--- src/hw/rtl/standard_map_iterator_defines.svh ---
// Assertion helpers for the iterator RTL, used by the sequencer.
// Each macro expands to one labeled concurrent assertion on the rising
// clock edge, disabled while reset is asserted.
`ifndef STANDARD_MAP_ITERATOR_DEFINES_SVH
`define STANDARD_MAP_ITERATOR_DEFINES_SVH

// Consequent must hold in the same cycle as the antecedent.
`define SMI_ASSERT_SAME(label, ante, cons, msg) \
  label: assert property (@(posedge clk) disable iff (!rst_n) (ante) |-> (cons)) \
    else $error(msg);

// Consequent must hold in the cycle after the antecedent.
`define SMI_ASSERT_NEXT(label, ante, cons, msg) \
  label: assert property (@(posedge clk) disable iff (!rst_n) (ante) |=> (cons)) \
    else $error(msg);

`endif

--- src/hw/rtl/smi_pkg.sv ---
package smi_pkg;

  // Phase and table geometry.
  localparam int PHASE_BITS     = 16;
  localparam int SINE_ADDR_BITS = 10;
  localparam int QUAD_OFF_BITS  = SINE_ADDR_BITS - 2;
  localparam int QLEN           = 1 << QUAD_OFF_BITS;
  localparam int U_SHIFT        = 17 - SINE_ADDR_BITS;

  // Sine magnitude is Q1.15 clamped to 0..32767, so 15 bits.
  localparam int SINE_BITS     = 15;
  localparam int SINE_ROM_BITS = QLEN * SINE_BITS;

  // Kick strength register, unsigned Q4.12.
  localparam int                KICK_BITS  = 16;
  localparam logic [KICK_BITS-1:0] KICK_RESET = KICK_BITS'(4096);

  // Scaling by 1/(2*pi) in Q16 and the final rounding shift.
  localparam int INV_BITS   = 14;
  localparam logic [INV_BITS-1:0] INV_TWO_PI = INV_BITS'(10430);
  localparam int KICK_SHIFT = 43 - PHASE_BITS;
  localparam int PROD1_BITS = SINE_BITS + KICK_BITS;
  localparam int PROD2_BITS = PROD1_BITS + INV_BITS;

  // Operation codes carried in the op bit of an input transaction.
  localparam logic OP_LOAD = 1'b0;
  localparam logic OP_STEP = 1'b1;

  // Polynomial coefficients of the quarter sine, Q30.
  localparam longint SINE_C0 = 172272;
  localparam longint SINE_C1 = -5026988;
  localparam longint SINE_C2 = 85569304;
  localparam longint SINE_C3 = -693598667;
  localparam longint SINE_C4 = 1686629713;

  // Input and result transactions.
  typedef struct packed {
    logic                  op;
    logic [PHASE_BITS-1:0] start_angle;
    logic [PHASE_BITS-1:0] start_momentum;
  } in_item_t;

  typedef struct packed {
    logic [PHASE_BITS-1:0] angle_out;
    logic [PHASE_BITS-1:0] momentum_out;
    logic                  from_load;
  } out_item_t;

  // Microprogram step addresses.
  typedef enum logic [2:0] {
    ST_IDLE  = 3'd0,
    ST_SINE  = 3'd1,
    ST_MUL1  = 3'd2,
    ST_MUL2  = 3'd3,
    ST_KICK  = 3'd4,
    ST_DRIFT = 3'd5,
    ST_LOAD  = 3'd6
  } step_t;

  // One control word of the microprogram.
  typedef struct packed {
    logic  dispatch;   // wait for a transaction, branch on its op
    logic  sine_en;
    logic  mul1_en;
    logic  mul2_en;
    logic  kick_en;
    logic  drift_en;
    logic  emit;       // hold here until the result register is free
    logic  from_load;
    step_t next;
  } ucode_t;

  // Datapath strobes produced by the sequencer.
  typedef struct packed {
    logic load_en;
    logic sine_en;
    logic mul1_en;
    logic mul2_en;
    logic kick_en;
    logic drift_en;
    logic emit_fire;
    logic from_load;
  } ctl_t;

  // Microprogram store.
  function automatic ucode_t ucode_rom(input step_t step);
    ucode_t w;
    w = '0;
    w.next = ST_IDLE;
    case (step)
      ST_IDLE: begin
        w.dispatch = 1'b1;
      end
      ST_SINE: begin
        w.sine_en = 1'b1;
        w.next    = ST_MUL1;
      end
      ST_MUL1: begin
        w.mul1_en = 1'b1;
        w.next    = ST_MUL2;
      end
      ST_MUL2: begin
        w.mul2_en = 1'b1;
        w.next    = ST_KICK;
      end
      ST_KICK: begin
        w.kick_en = 1'b1;
        w.next    = ST_DRIFT;
      end
      ST_DRIFT: begin
        w.drift_en = 1'b1;
        w.emit     = 1'b1;
      end
      ST_LOAD: begin
        w.emit      = 1'b1;
        w.from_load = 1'b1;
      end
      default: begin
        w.next = ST_IDLE;
      end
    endcase
    return w;
  endfunction

  // sin(pi/2 * u) in Q1.15 for u in Q1.15, evaluated at elaboration.
  function automatic logic [SINE_BITS-1:0] quarter_sine(input longint u);
    longint z;
    longint acc;
    z   = (u * u) / 32768;
    acc = SINE_C0;
    acc = SINE_C1 + (acc * z) / 32768;
    acc = SINE_C2 + (acc * z) / 32768;
    acc = SINE_C3 + (acc * z) / 32768;
    acc = SINE_C4 + (acc * z) / 32768;
    acc = (acc * u) / 32768;
    acc = (acc + 16384) / 32768;
    if (acc < 0) acc = 0;
    if (acc > 32767) acc = 32767;
    return acc[SINE_BITS-1:0];
  endfunction

  // Quarter-wave table, entry t at bits [t*SINE_BITS +: SINE_BITS].
  function automatic logic [SINE_ROM_BITS-1:0] build_sine_rom();
    logic [SINE_ROM_BITS-1:0] rom;
    rom = '0;
    for (int t = 0; t < QLEN; t++) begin
      rom[t*SINE_BITS +: SINE_BITS] = quarter_sine(longint'(t) << U_SHIFT);
    end
    return rom;
  endfunction

  localparam logic [SINE_ROM_BITS-1:0] SINE_ROM  = build_sine_rom();
  // Value at the quarter-turn point, one past the table.
  localparam logic [SINE_BITS-1:0]     SINE_PEAK = quarter_sine(longint'(QLEN) << U_SHIFT);

  // Angle to table index, truncated or zero filled.
  function automatic logic [SINE_ADDR_BITS-1:0] phase_to_index(
      input logic [PHASE_BITS-1:0] angle);
    logic [PHASE_BITS+SINE_ADDR_BITS-1:0] wide;
    wide = {angle, {SINE_ADDR_BITS{1'b0}}};
    return wide[PHASE_BITS+SINE_ADDR_BITS-1 -: SINE_ADDR_BITS];
  endfunction

endpackage

--- src/hw/rtl/smi_seq.sv ---
`include "standard_map_iterator_defines.svh"

module smi_seq
  import smi_pkg::*;
(
  input  logic clk,
  input  logic rst_n,
  input  logic in_valid,
  input  logic in_op,
  input  logic out_free,
  output logic in_stall,
  output ctl_t ctl
);

  step_t  step_r;
  step_t  step_nxt;
  ucode_t cw;
  logic   take;

  // Fetch the control word for the current step.
  assign cw       = ucode_rom(step_r);
  assign take     = cw.dispatch & in_valid;
  assign in_stall = ~cw.dispatch;

  // Step counter with the dispatch branch and the emit hold.
  always_comb begin
    step_nxt = cw.next;
    if (cw.dispatch) begin
      if (!in_valid) begin
        step_nxt = ST_IDLE;
      end else if (in_op == OP_STEP) begin
        step_nxt = ST_SINE;
      end else begin
        step_nxt = ST_LOAD;
      end
    end else if (cw.emit && !out_free) begin
      step_nxt = step_r;
    end
  end

  always_ff @(posedge clk) begin
    if (!rst_n) begin
      step_r <= ST_IDLE;
    end else begin
      step_r <= step_nxt;
    end
  end

  // Datapath strobes; the drift and the emit wait for a free result register.
  always_comb begin
    ctl           = '0;
    ctl.load_en   = take & (in_op == OP_LOAD);
    ctl.sine_en   = cw.sine_en;
    ctl.mul1_en   = cw.mul1_en;
    ctl.mul2_en   = cw.mul2_en;
    ctl.kick_en   = cw.kick_en;
    ctl.drift_en  = cw.drift_en & out_free;
    ctl.emit_fire = cw.emit & out_free;
    ctl.from_load = cw.from_load;
  end

  `SMI_ASSERT_SAME(a_take_only_idle, in_valid && !in_stall, step_r == ST_IDLE, "take not in idle")
  `SMI_ASSERT_NEXT(a_mul2_then_kick, step_r == ST_MUL2, step_r == ST_KICK, "no kick after mul2")
  `SMI_ASSERT_NEXT(a_emit_returns, ctl.emit_fire, step_r == ST_IDLE, "no idle after emit")

endmodule

--- src/hw/rtl/smi_dp.sv ---
module smi_dp
  import smi_pkg::*;
(
  input  logic                 clk,
  input  logic                 rst_n,
  input  ctl_t                 ctl,
  input  in_item_t             in_data,
  input  logic                 cfg_we,
  input  logic [KICK_BITS-1:0] cfg_wdata,
  input  logic                 out_stall,
  output logic                 out_valid,
  output out_item_t            out_data
);

  localparam logic [PHASE_BITS-1:0]      HALF_TURN = {1'b1, {(PHASE_BITS-1){1'b0}}};
  localparam logic [QUAD_OFF_BITS:0]     QLEN_V    = (QUAD_OFF_BITS+1)'(QLEN);
  localparam logic [PROD2_BITS:0]        ROUND_ADD = (PROD2_BITS+1)'(1) << (KICK_SHIFT - 1);

  logic [KICK_BITS-1:0]  kick_r;
  logic [PHASE_BITS-1:0] angle_r;
  logic [PHASE_BITS-1:0] angle_nxt;
  logic [PHASE_BITS-1:0] momentum_r;
  logic [PHASE_BITS-1:0] momentum_nxt;
  logic [SINE_BITS-1:0]  sine_mag_r;
  logic                  sine_neg_r;
  logic [PROD1_BITS-1:0] prod1_r;
  logic [PROD2_BITS-1:0] prod2_r;
  logic                  out_valid_r;
  out_item_t             out_data_r;

  logic [SINE_ADDR_BITS-1:0] idx;
  logic [1:0]                quad;
  logic [QUAD_OFF_BITS:0]    offs;
  logic [SINE_BITS-1:0]      sine_mag;
  logic [PROD2_BITS:0]       rounded;
  logic [PHASE_BITS-1:0]     kick_mag;
  logic [PHASE_BITS-1:0]     kick_val;

  // Kick strength register.
  always_ff @(posedge clk) begin
    if (!rst_n) begin
      kick_r <= KICK_RESET;
    end else if (cfg_we) begin
      kick_r <= cfg_wdata;
    end
  end

  // Quarter-wave lookup, mirrored in the odd quadrants.
  always_comb begin
    idx  = phase_to_index(angle_r);
    quad = idx[SINE_ADDR_BITS-1 -: 2];
    offs = {1'b0, idx[QUAD_OFF_BITS-1:0]};
    if (quad[0]) begin
      offs = QLEN_V - offs;
    end
    if (offs[QUAD_OFF_BITS]) begin
      sine_mag = SINE_PEAK;
    end else begin
      sine_mag = SINE_ROM[offs[QUAD_OFF_BITS-1:0]*SINE_BITS +: SINE_BITS];
    end
  end

  // Kick magnitude rounded half away from zero, then signed and wrapped.
  always_comb begin
    rounded  = {1'b0, prod2_r} + ROUND_ADD;
    kick_mag = rounded[KICK_SHIFT +: PHASE_BITS];
    kick_val = sine_neg_r ? (PHASE_BITS'(0) - kick_mag) : kick_mag;
  end

  assign momentum_nxt = momentum_r + kick_val;
  assign angle_nxt    = angle_r + momentum_r + HALF_TURN;

  // Arithmetic pipeline registers for the table read and the two multiplies.
  always_ff @(posedge clk) begin
    if (ctl.sine_en) begin
      sine_mag_r <= sine_mag;
      sine_neg_r <= quad[1];
    end
    if (ctl.mul1_en) begin
      prod1_r <= PROD1_BITS'(sine_mag_r) * PROD1_BITS'(kick_r);
    end
    if (ctl.mul2_en) begin
      prod2_r <= PROD2_BITS'(prod1_r) * PROD2_BITS'(INV_TWO_PI);
    end
  end

  // Orbit state.
  always_ff @(posedge clk) begin
    if (!rst_n) begin
      angle_r    <= '0;
      momentum_r <= '0;
    end else if (ctl.load_en) begin
      angle_r    <= in_data.start_angle;
      momentum_r <= in_data.start_momentum;
    end else begin
      if (ctl.kick_en) begin
        momentum_r <= momentum_nxt;
      end
      if (ctl.drift_en) begin
        angle_r <= angle_nxt;
      end
    end
  end

  // Result register; the drift result is captured as it is computed.
  always_ff @(posedge clk) begin
    if (!rst_n) begin
      out_valid_r <= 1'b0;
    end else if (ctl.emit_fire) begin
      out_valid_r <= 1'b1;
    end else if (!out_stall) begin
      out_valid_r <= 1'b0;
    end
  end

  always_ff @(posedge clk) begin
    if (ctl.emit_fire) begin
      out_data_r.angle_out    <= ctl.drift_en ? angle_nxt : angle_r;
      out_data_r.momentum_out <= momentum_r;
      out_data_r.from_load    <= ctl.from_load;
    end
  end

  assign out_valid = out_valid_r;
  assign out_data  = out_data_r;

endmodule

--- src/hw/rtl/standard_map_iterator.sv ---
// Standard map iterator for one orbit; angle and momentum are fractions
// of a full turn, so both wrap modulo the word width.
// Input channel in_valid/in_stall/in_data: op 0 loads a start point and
// echoes it, op 1 advances the orbit by one kick and one drift.
// Result channel out_valid/out_stall/out_data: one transaction per input.
// cfg_we/cfg_wdata write the kick strength K (Q4.12); write it only idle.
// After acceptance a load runs its load step and an iteration runs the
// microprogram's table read, two multiplies, the kick and the drift; the
// result is registered at the emit step. One transaction is in work at a
// time, so a new one is taken only after the last result has been emitted.
// A new transaction is taken while an earlier result still waits in the
// result register; the emit step holds until that register is free.
// A stalled result holds its value. Reset (rst_n low, synchronous) clears
// the orbit to zero, sets K to 1.0 and empties the result register.
module standard_map_iterator
  import smi_pkg::*;
(
  input  logic                 clk,
  input  logic                 rst_n,
  input  logic                 in_valid,
  output logic                 in_stall,
  input  in_item_t             in_data,
  output logic                 out_valid,
  input  logic                 out_stall,
  output out_item_t            out_data,
  input  logic                 cfg_we,
  input  logic [KICK_BITS-1:0] cfg_wdata
);

  ctl_t ctl;
  logic out_free;

  // The result register can take a new result when empty or being read.
  assign out_free = ~out_valid | ~out_stall;

  smi_seq u_seq (
    .clk      (clk),
    .rst_n    (rst_n),
    .in_valid (in_valid),
    .in_op    (in_data.op),
    .out_free (out_free),
    .in_stall (in_stall),
    .ctl      (ctl)
  );

  smi_dp u_dp (
    .clk       (clk),
    .rst_n     (rst_n),
    .ctl       (ctl),
    .in_data   (in_data),
    .cfg_we    (cfg_we),
    .cfg_wdata (cfg_wdata),
    .out_stall (out_stall),
    .out_valid (out_valid),
    .out_data  (out_data)
  );

endmodule

--- config.mk ---
export PLATFORM = sky130hd
export DESIGN_NAME = standard_map_iterator
export DESIGN_NICKNAME = d
export VERILOG_FILES = /design/src/hw/rtl/smi_pkg.sv /design/src/hw/rtl/smi_seq.sv /design/src/hw/rtl/smi_dp.sv /design/src/hw/rtl/standard_map_iterator.sv
export VERILOG_INCLUDE_DIRS = /design/src /design/src/hw/rtl
export SDC_FILE = /design/constraint.sdc
export NUM_CORES = 2
export LEC_CHECK = 0
export BUFFER_PORTS_ARGS = -buffer_cell sky130_fd_sc_hd__buf_2
export CAP_MARGIN = 20
export CORE_UTILIZATION = 50
export CTS_BUF_LIST = sky130_fd_sc_hd__clkbuf_8 sky130_fd_sc_hd__clkbuf_16
export CTS_CLUSTER_SIZE = 40
export DETAILED_ROUTE_END_ITERATION = 10
export PLACE_DENSITY = 0.66
export SETUP_SLACK_MARGIN = 0.15
export SLEW_MARGIN = 20
export SYNTH_ARGS = -nofsm -noshare
export SYNTH_HDL_FRONTEND = slang
export SYNTH_SLANG_ARGS = --single-unit
--- constraint.sdc ---
create_clock -name clk -period 7.1 [get_ports clk]
set_input_delay 1.42 -clock clk [delete_from_list [all_inputs] [get_ports clk]]
set_output_delay 1.42 -clock clk [all_outputs]
set_load 0.02 [all_outputs]
== Word-level counts from Yosys, hierarchy flattened ==
Cells that the tools add are included.
Widths: inputs -> output; s select.

* Flip-flop bits (word level): 174
* Output and inout bits: 35
* Logic and storage cells: 65

* Add/subtract/negate cells: 6
* $mul: 3
* Equality and inequality tests: 8
* Shift-type cells: 1
* Mux-type cells: 21
* Bitwise operators: 9
* Reductions and logical operators: 5

{| class="wikitable"
|+ Operators by type and width
! cell !! number
|-
| $shiftx 3840x13->15 const A || 1
|-
| $mux 16 || 5
|-
| $add 43x27->43 const B || 1
|-
| $mul 31x13->42 const B || 1
|-
| $add 16x16->16 || 2
|-
| $mul 15x16->31 || 1
|-
| $add 16x16->16 const B || 1
|-
| $sub 1x16->16 const A || 1
|-
| $mul 8x4->12 const B || 1
|-
| $mux 3 || 4
|-
| $pmux 3 s4 || 1
|-
| $mux 1 || 10
|-
| $eq 3x3->1 const B || 3
|-
| $mux 9 || 1
|-
| $sub 9x8->9 const A || 1
|-
| $eq 3x2->1 const B || 2
|-
| $and 1x1->1 || 4
|-
| $ne 2x1->1 const B || 2
|-
| $not 1->1 || 4
|-
| $eq 3x1->1 const B || 1
|-
| $logic_not 3->1 || 1
|-
| $reduce_bool 2->1 || 1
|-
| $reduce_or 2->1 || 1
|-
| $logic_and 1x1->1 || 1
|-
| 2 further kinds || 2
|}

== Logic depth before layout (Yosys ltp) ==
* Depth in word-level cells: 6
* Depth in mapped cells: 23
* Gate-level depth less buffers: 22

== Modules after synthesis ==
From an unflattened synthesis, not the netlist that was laid out.

* Cell total of the unflattened synthesis: 2868
* Area total of the unflattened synthesis: 26183.9 sq um

{| class="wikitable"
|+ By module, submodules not included
! module !! instances !! cells an instance !! area each (sq um) !! sequential area each (sq um)
|-
| smi_dp || 1 || 2836 || 25948.6 || 3893.7
|-
| smi_seq || 1 || 31 || 231.5 || 60.1
|-
| standard_map_iterator || 1 || 1 || 3.8 || 0.0
|}

== Worst setup path before layout ==
Ideal clock, no wire load.

* Path kind: reg-to-reg
* Start point: register u_dp.sine_mag_r[4]
* End point: register u_dp.prod1_r[29], data pin
* Library setup time: 0.266 ns
* Arrival time: 5.808 ns
* Data required time: 6.834 ns
* Path slack: 1.026 ns
* Cell stages (with the launch flop): 22
* Path buffers: 1
* Period minus slack after synthesis: 6.074 ns
* Cell sequence: edfxtp_1 clkbuf_1 and2_1 fa_1 inv_1 fa_1 inv_1 fa_1 fa_1 fa_1 inv_1 fa_1 inv_1 ha_1 a21o_1 a31o_1 a221o_1 a311oi_1 a21oi_1 o41a_1 nand3_1 o211ai_1

* Cells in the longest elaborated chain, start to end: 1

{| class="wikitable"
|+ RTL lines
! element !! line !! text
|-
| from (decl) || smi_dp.sv:24 || <nowiki>logic [SINE_BITS-1:0] sine_mag_r;</nowiki>
|-
| from (signal assigned) || smi_dp.sv:76 || <nowiki>sine_mag_r <= sine_mag;</nowiki>
|-
| $mul 15x16->31 || smi_dp.sv:80 || <nowiki>prod1_r <= PROD1_BITS'(sine_mag_r) * PROD1_BITS'(kick_r);</nowiki>
|-
| to (signal assigned) || smi_dp.sv:80 ||
|-
| to (decl) || smi_dp.sv:26 || <nowiki>logic [PROD1_BITS-1:0] prod1_r;</nowiki>
|}

No other way between the ends.
A chain may end at the register's enable or synchronous reset.

== Worst setup path in the final report ==
* Start point: register u_dp.sine_mag_r[0]
* End point: register u_dp.prod1_r[29], data pin

The elaborated chain is that of the path after synthesis.

==> results.toml <==
[run_status]
status = "finished clean"

[grt]
grt_use_total = 0.275
grt_pass1_vias = 21300
grt_pass1_wl_um = 115000
grt_max_degree = 64
antenna_found_initial = 0
grt-ovfl-total = 0

[detailed_routing]
avgRoutedWirePerCell_um = 20.2
drtAntennaViolNets = 0
drt-pass1-iter-count = 8
drtIter0Drc = 2025
viasPerCell = 5.92
via_count = 21200
wl_um = 72300
drc = 0

[placed_design]
place.gp.congestion = 1.03
portBuffers = 88
place_area_um2 = 27000
placed_cells = 3551
hpwl_um = 56900

[synth]
synth-edff-count = 97
syn_inst = 2896
synth_top_cell_by_area = "fa_1"
synth_top_flop_cell = "edfxtp_1"
synth_fp_nets = 3588
synth_top_area_frac = 0.266
ys_async_sr_fraction = 0
post-synth-top-count-cell = "inv_1"
synth_commonest_cells = "inv_1, fa_1, ha_1"
syn_area_um2 = 26000
syn_area_per_cell_um2 = 8.99
yosysSeqAreaShare = 0.152
ys_ff_latch = 149
synth_cell_types = 98
ys_warn_count = 0
synth.top_cells.by_area = "fa_1, ha_1, edfxtp_1"

[timing]
worst_slew_pin_slew_ps = 1130
fin_tns_setup_ps = 0
finalSetupViolCount = 0
relSlewSlack = 0.240
skew_ps = 15.8
finalHoldViolations = 0
layout_min_cycle_time_ps = 6590
finalCritPeriodShare = 0.928
maxSlewViolCount = 0
rsz0062_at_grt = "false"
fmax_mhz = 152

[clocking]
cts_tree = "built"
cts_buffers = 17
clkTransAtPathRegs_ps = 80
cts.hold.buffers_added = 0
clock_sinks = 149
htree_levels = 4
cts-root-buf = "clkbuf_16"
insertion_delay_ps = 470
cts_setup_buffers = 0
cts_resized = 0
cts_buffer_depth = 2

[layout]
area_delta_synth_final_pct = 6.12
layout.cells.non_filler = 3586
ff_latch_area_um2 = 3950
multi_input_area_um2 = 19900
fill_cells = 4746
layout-drive-gt1-share = 0.0706
nets = 3583
fin_area_um2 = 27600

[die]
fp.dieW_um = 230
start_util = 0.506
fp-row-count = 83
core_area_um2 = 51400
die_y_um = 230
dieArea_um2 = 53000
pin_count = 89

[worst_hold_path]
hold_class = "flip-flop to flip-flop"
timing.hold.worst.start = "u_dp.angle_r[15]"

[setup_path]
cp-startpoint = "u_dp.sine_mag_r[0]"
cp-start-kind = "flip-flop"
critical_path.max_fanout = 16
crit_required_ps = 7320
critical_path_class = "flip-flop to flip-flop"
crit_arrival_ps = 6810
critPathCaptureType = "flip-flop"
timing.rr.start = "u_dp.sine_mag_r[0]"

[run]
cap_violations = 0
-- cells in the final DEF, fill, tap and decap left out, types with 14 or more instances in the layout --
cell,instances
fa_1,346
nor2_1,133
mux2i_1,23
nand3_1,56
xor2_1,31
xnor2_1,74
buf_2,88
o21ai_1,14
and2_1,147
nand2b_1,14
clkbuf_16,17
o21ai_0,106
inv_1,424
dfxtp_1,52
edfxtp_1,97
a21boi_0,15
nor2b_1,20
buf_4,32
a211oi_1,30
a311oi_1,25
o31ai_1,14
a21oi_1,149
nand2_1,280
o21bai_1,14
and3_1,19
a31oi_1,27
o211ai_1,28
ha_1,292
a21o_1,27
nor3_1,59
-- layer usage --
layer,part of all wire,vias up,track usage
met2,0.46,862,0.429
met4,0.037,0,0.115
met5,0,-,0
met1,0.44,10400,0.380
li1,-,9780,-
met3,0.068,170,0.0425
-- critical path, stage by stage, from the launching register on --
cell,delay [ps]
edfxtp_1,600
and2_1,280
fa_1,540
inv_1,60
fa_1,520
inv_1,50
fa_1,490
fa_1,510
fa_1,510
inv_1,60
fa_1,480
inv_1,50
ha_1,340
a21o_1,240
a31o_1,190
a221o_1,310
a311oi_1,340
a21oi_1,160
o41a_1,430
nand3_1,100
o211ai_1,80
-- through the flow --
| step | utilization | hold WS, ps | setup slack (ps) |
|---|---|---|---|
| 2_1_floorplan | - | 429 | 1030 |
| 3_3_place_gp | 0.525 | 446 | 649 |
| 3_5_place_dp | 0.525 | 443 | 532 |
| 4_1_cts | 0.537 | 461 | 520 |
| 5_1_grt | 0.537 | 488 | 229 |
| 6_report | 0.537 | 466 | 511 |
-- sequential cells by signal, summed over array words and instances (netlist names) --
signal	count
u_dp.angle_r	16
u_dp.out_valid	1
u_dp.sine_mag_r	15
u_dp.sine_neg_r	1
u_dp.prod1_r	31
u_seq.step_r	3
u_dp.kick_r	16
u_dp.out_data	33
u_dp.momentum_r	16
u_dp.prod2_r	17
-- logic make-up (layout without fill, tap and decap cells) --
group / after synthesis / count (layout) / share of synthesized area
AO/OA/AOI/OAI: 596 / 596 / 0.154
XOR/XNOR: 110 / 110 / 0.0379
flip-flops: 149 / 149 / 0.152
multiplexers: 26 / 26 / 0.0106
buffers and inverters: 574 / 582 / 0.0880
other: 0 / 2 / 0
AND/OR/NAND/NOR: 803 / 803 / 0.151
adder cells (fa/ha/maj): 638 / 638 / 0.406
-- final timing paths --
kind	end	slack [ps]	cells past startpoint
hold reg to reg	u_dp.sine_neg_r	470	0
setup reg to reg	u_dp.prod1_r[29]	510	20
setup / recovery	u_dp.prod1_r[29]	510	20
hold / removal	u_dp.sine_neg_r	470	0
-- layout make-up --
| type | count | area share |
|---|---|---|
| Sequential cell | 149 | 0.143 |
| Multi-Input combinational cell | 2173 | 0.719 |
| Inverter | 429 | 0.0583 |
| Timing Repair Buffer | 121 | 0.0256 |
| Clock buffer | 17 | 0.0154 |
| Tap cell | 680 | 0.0308 |
| Antenna cell | 2 | 0.000181 |
| Clock inverter | 15 | 0.00720 |
Power is not shown: default switching activity piles up to over one toggle a cycle in this logic, so the estimate is an artifact.
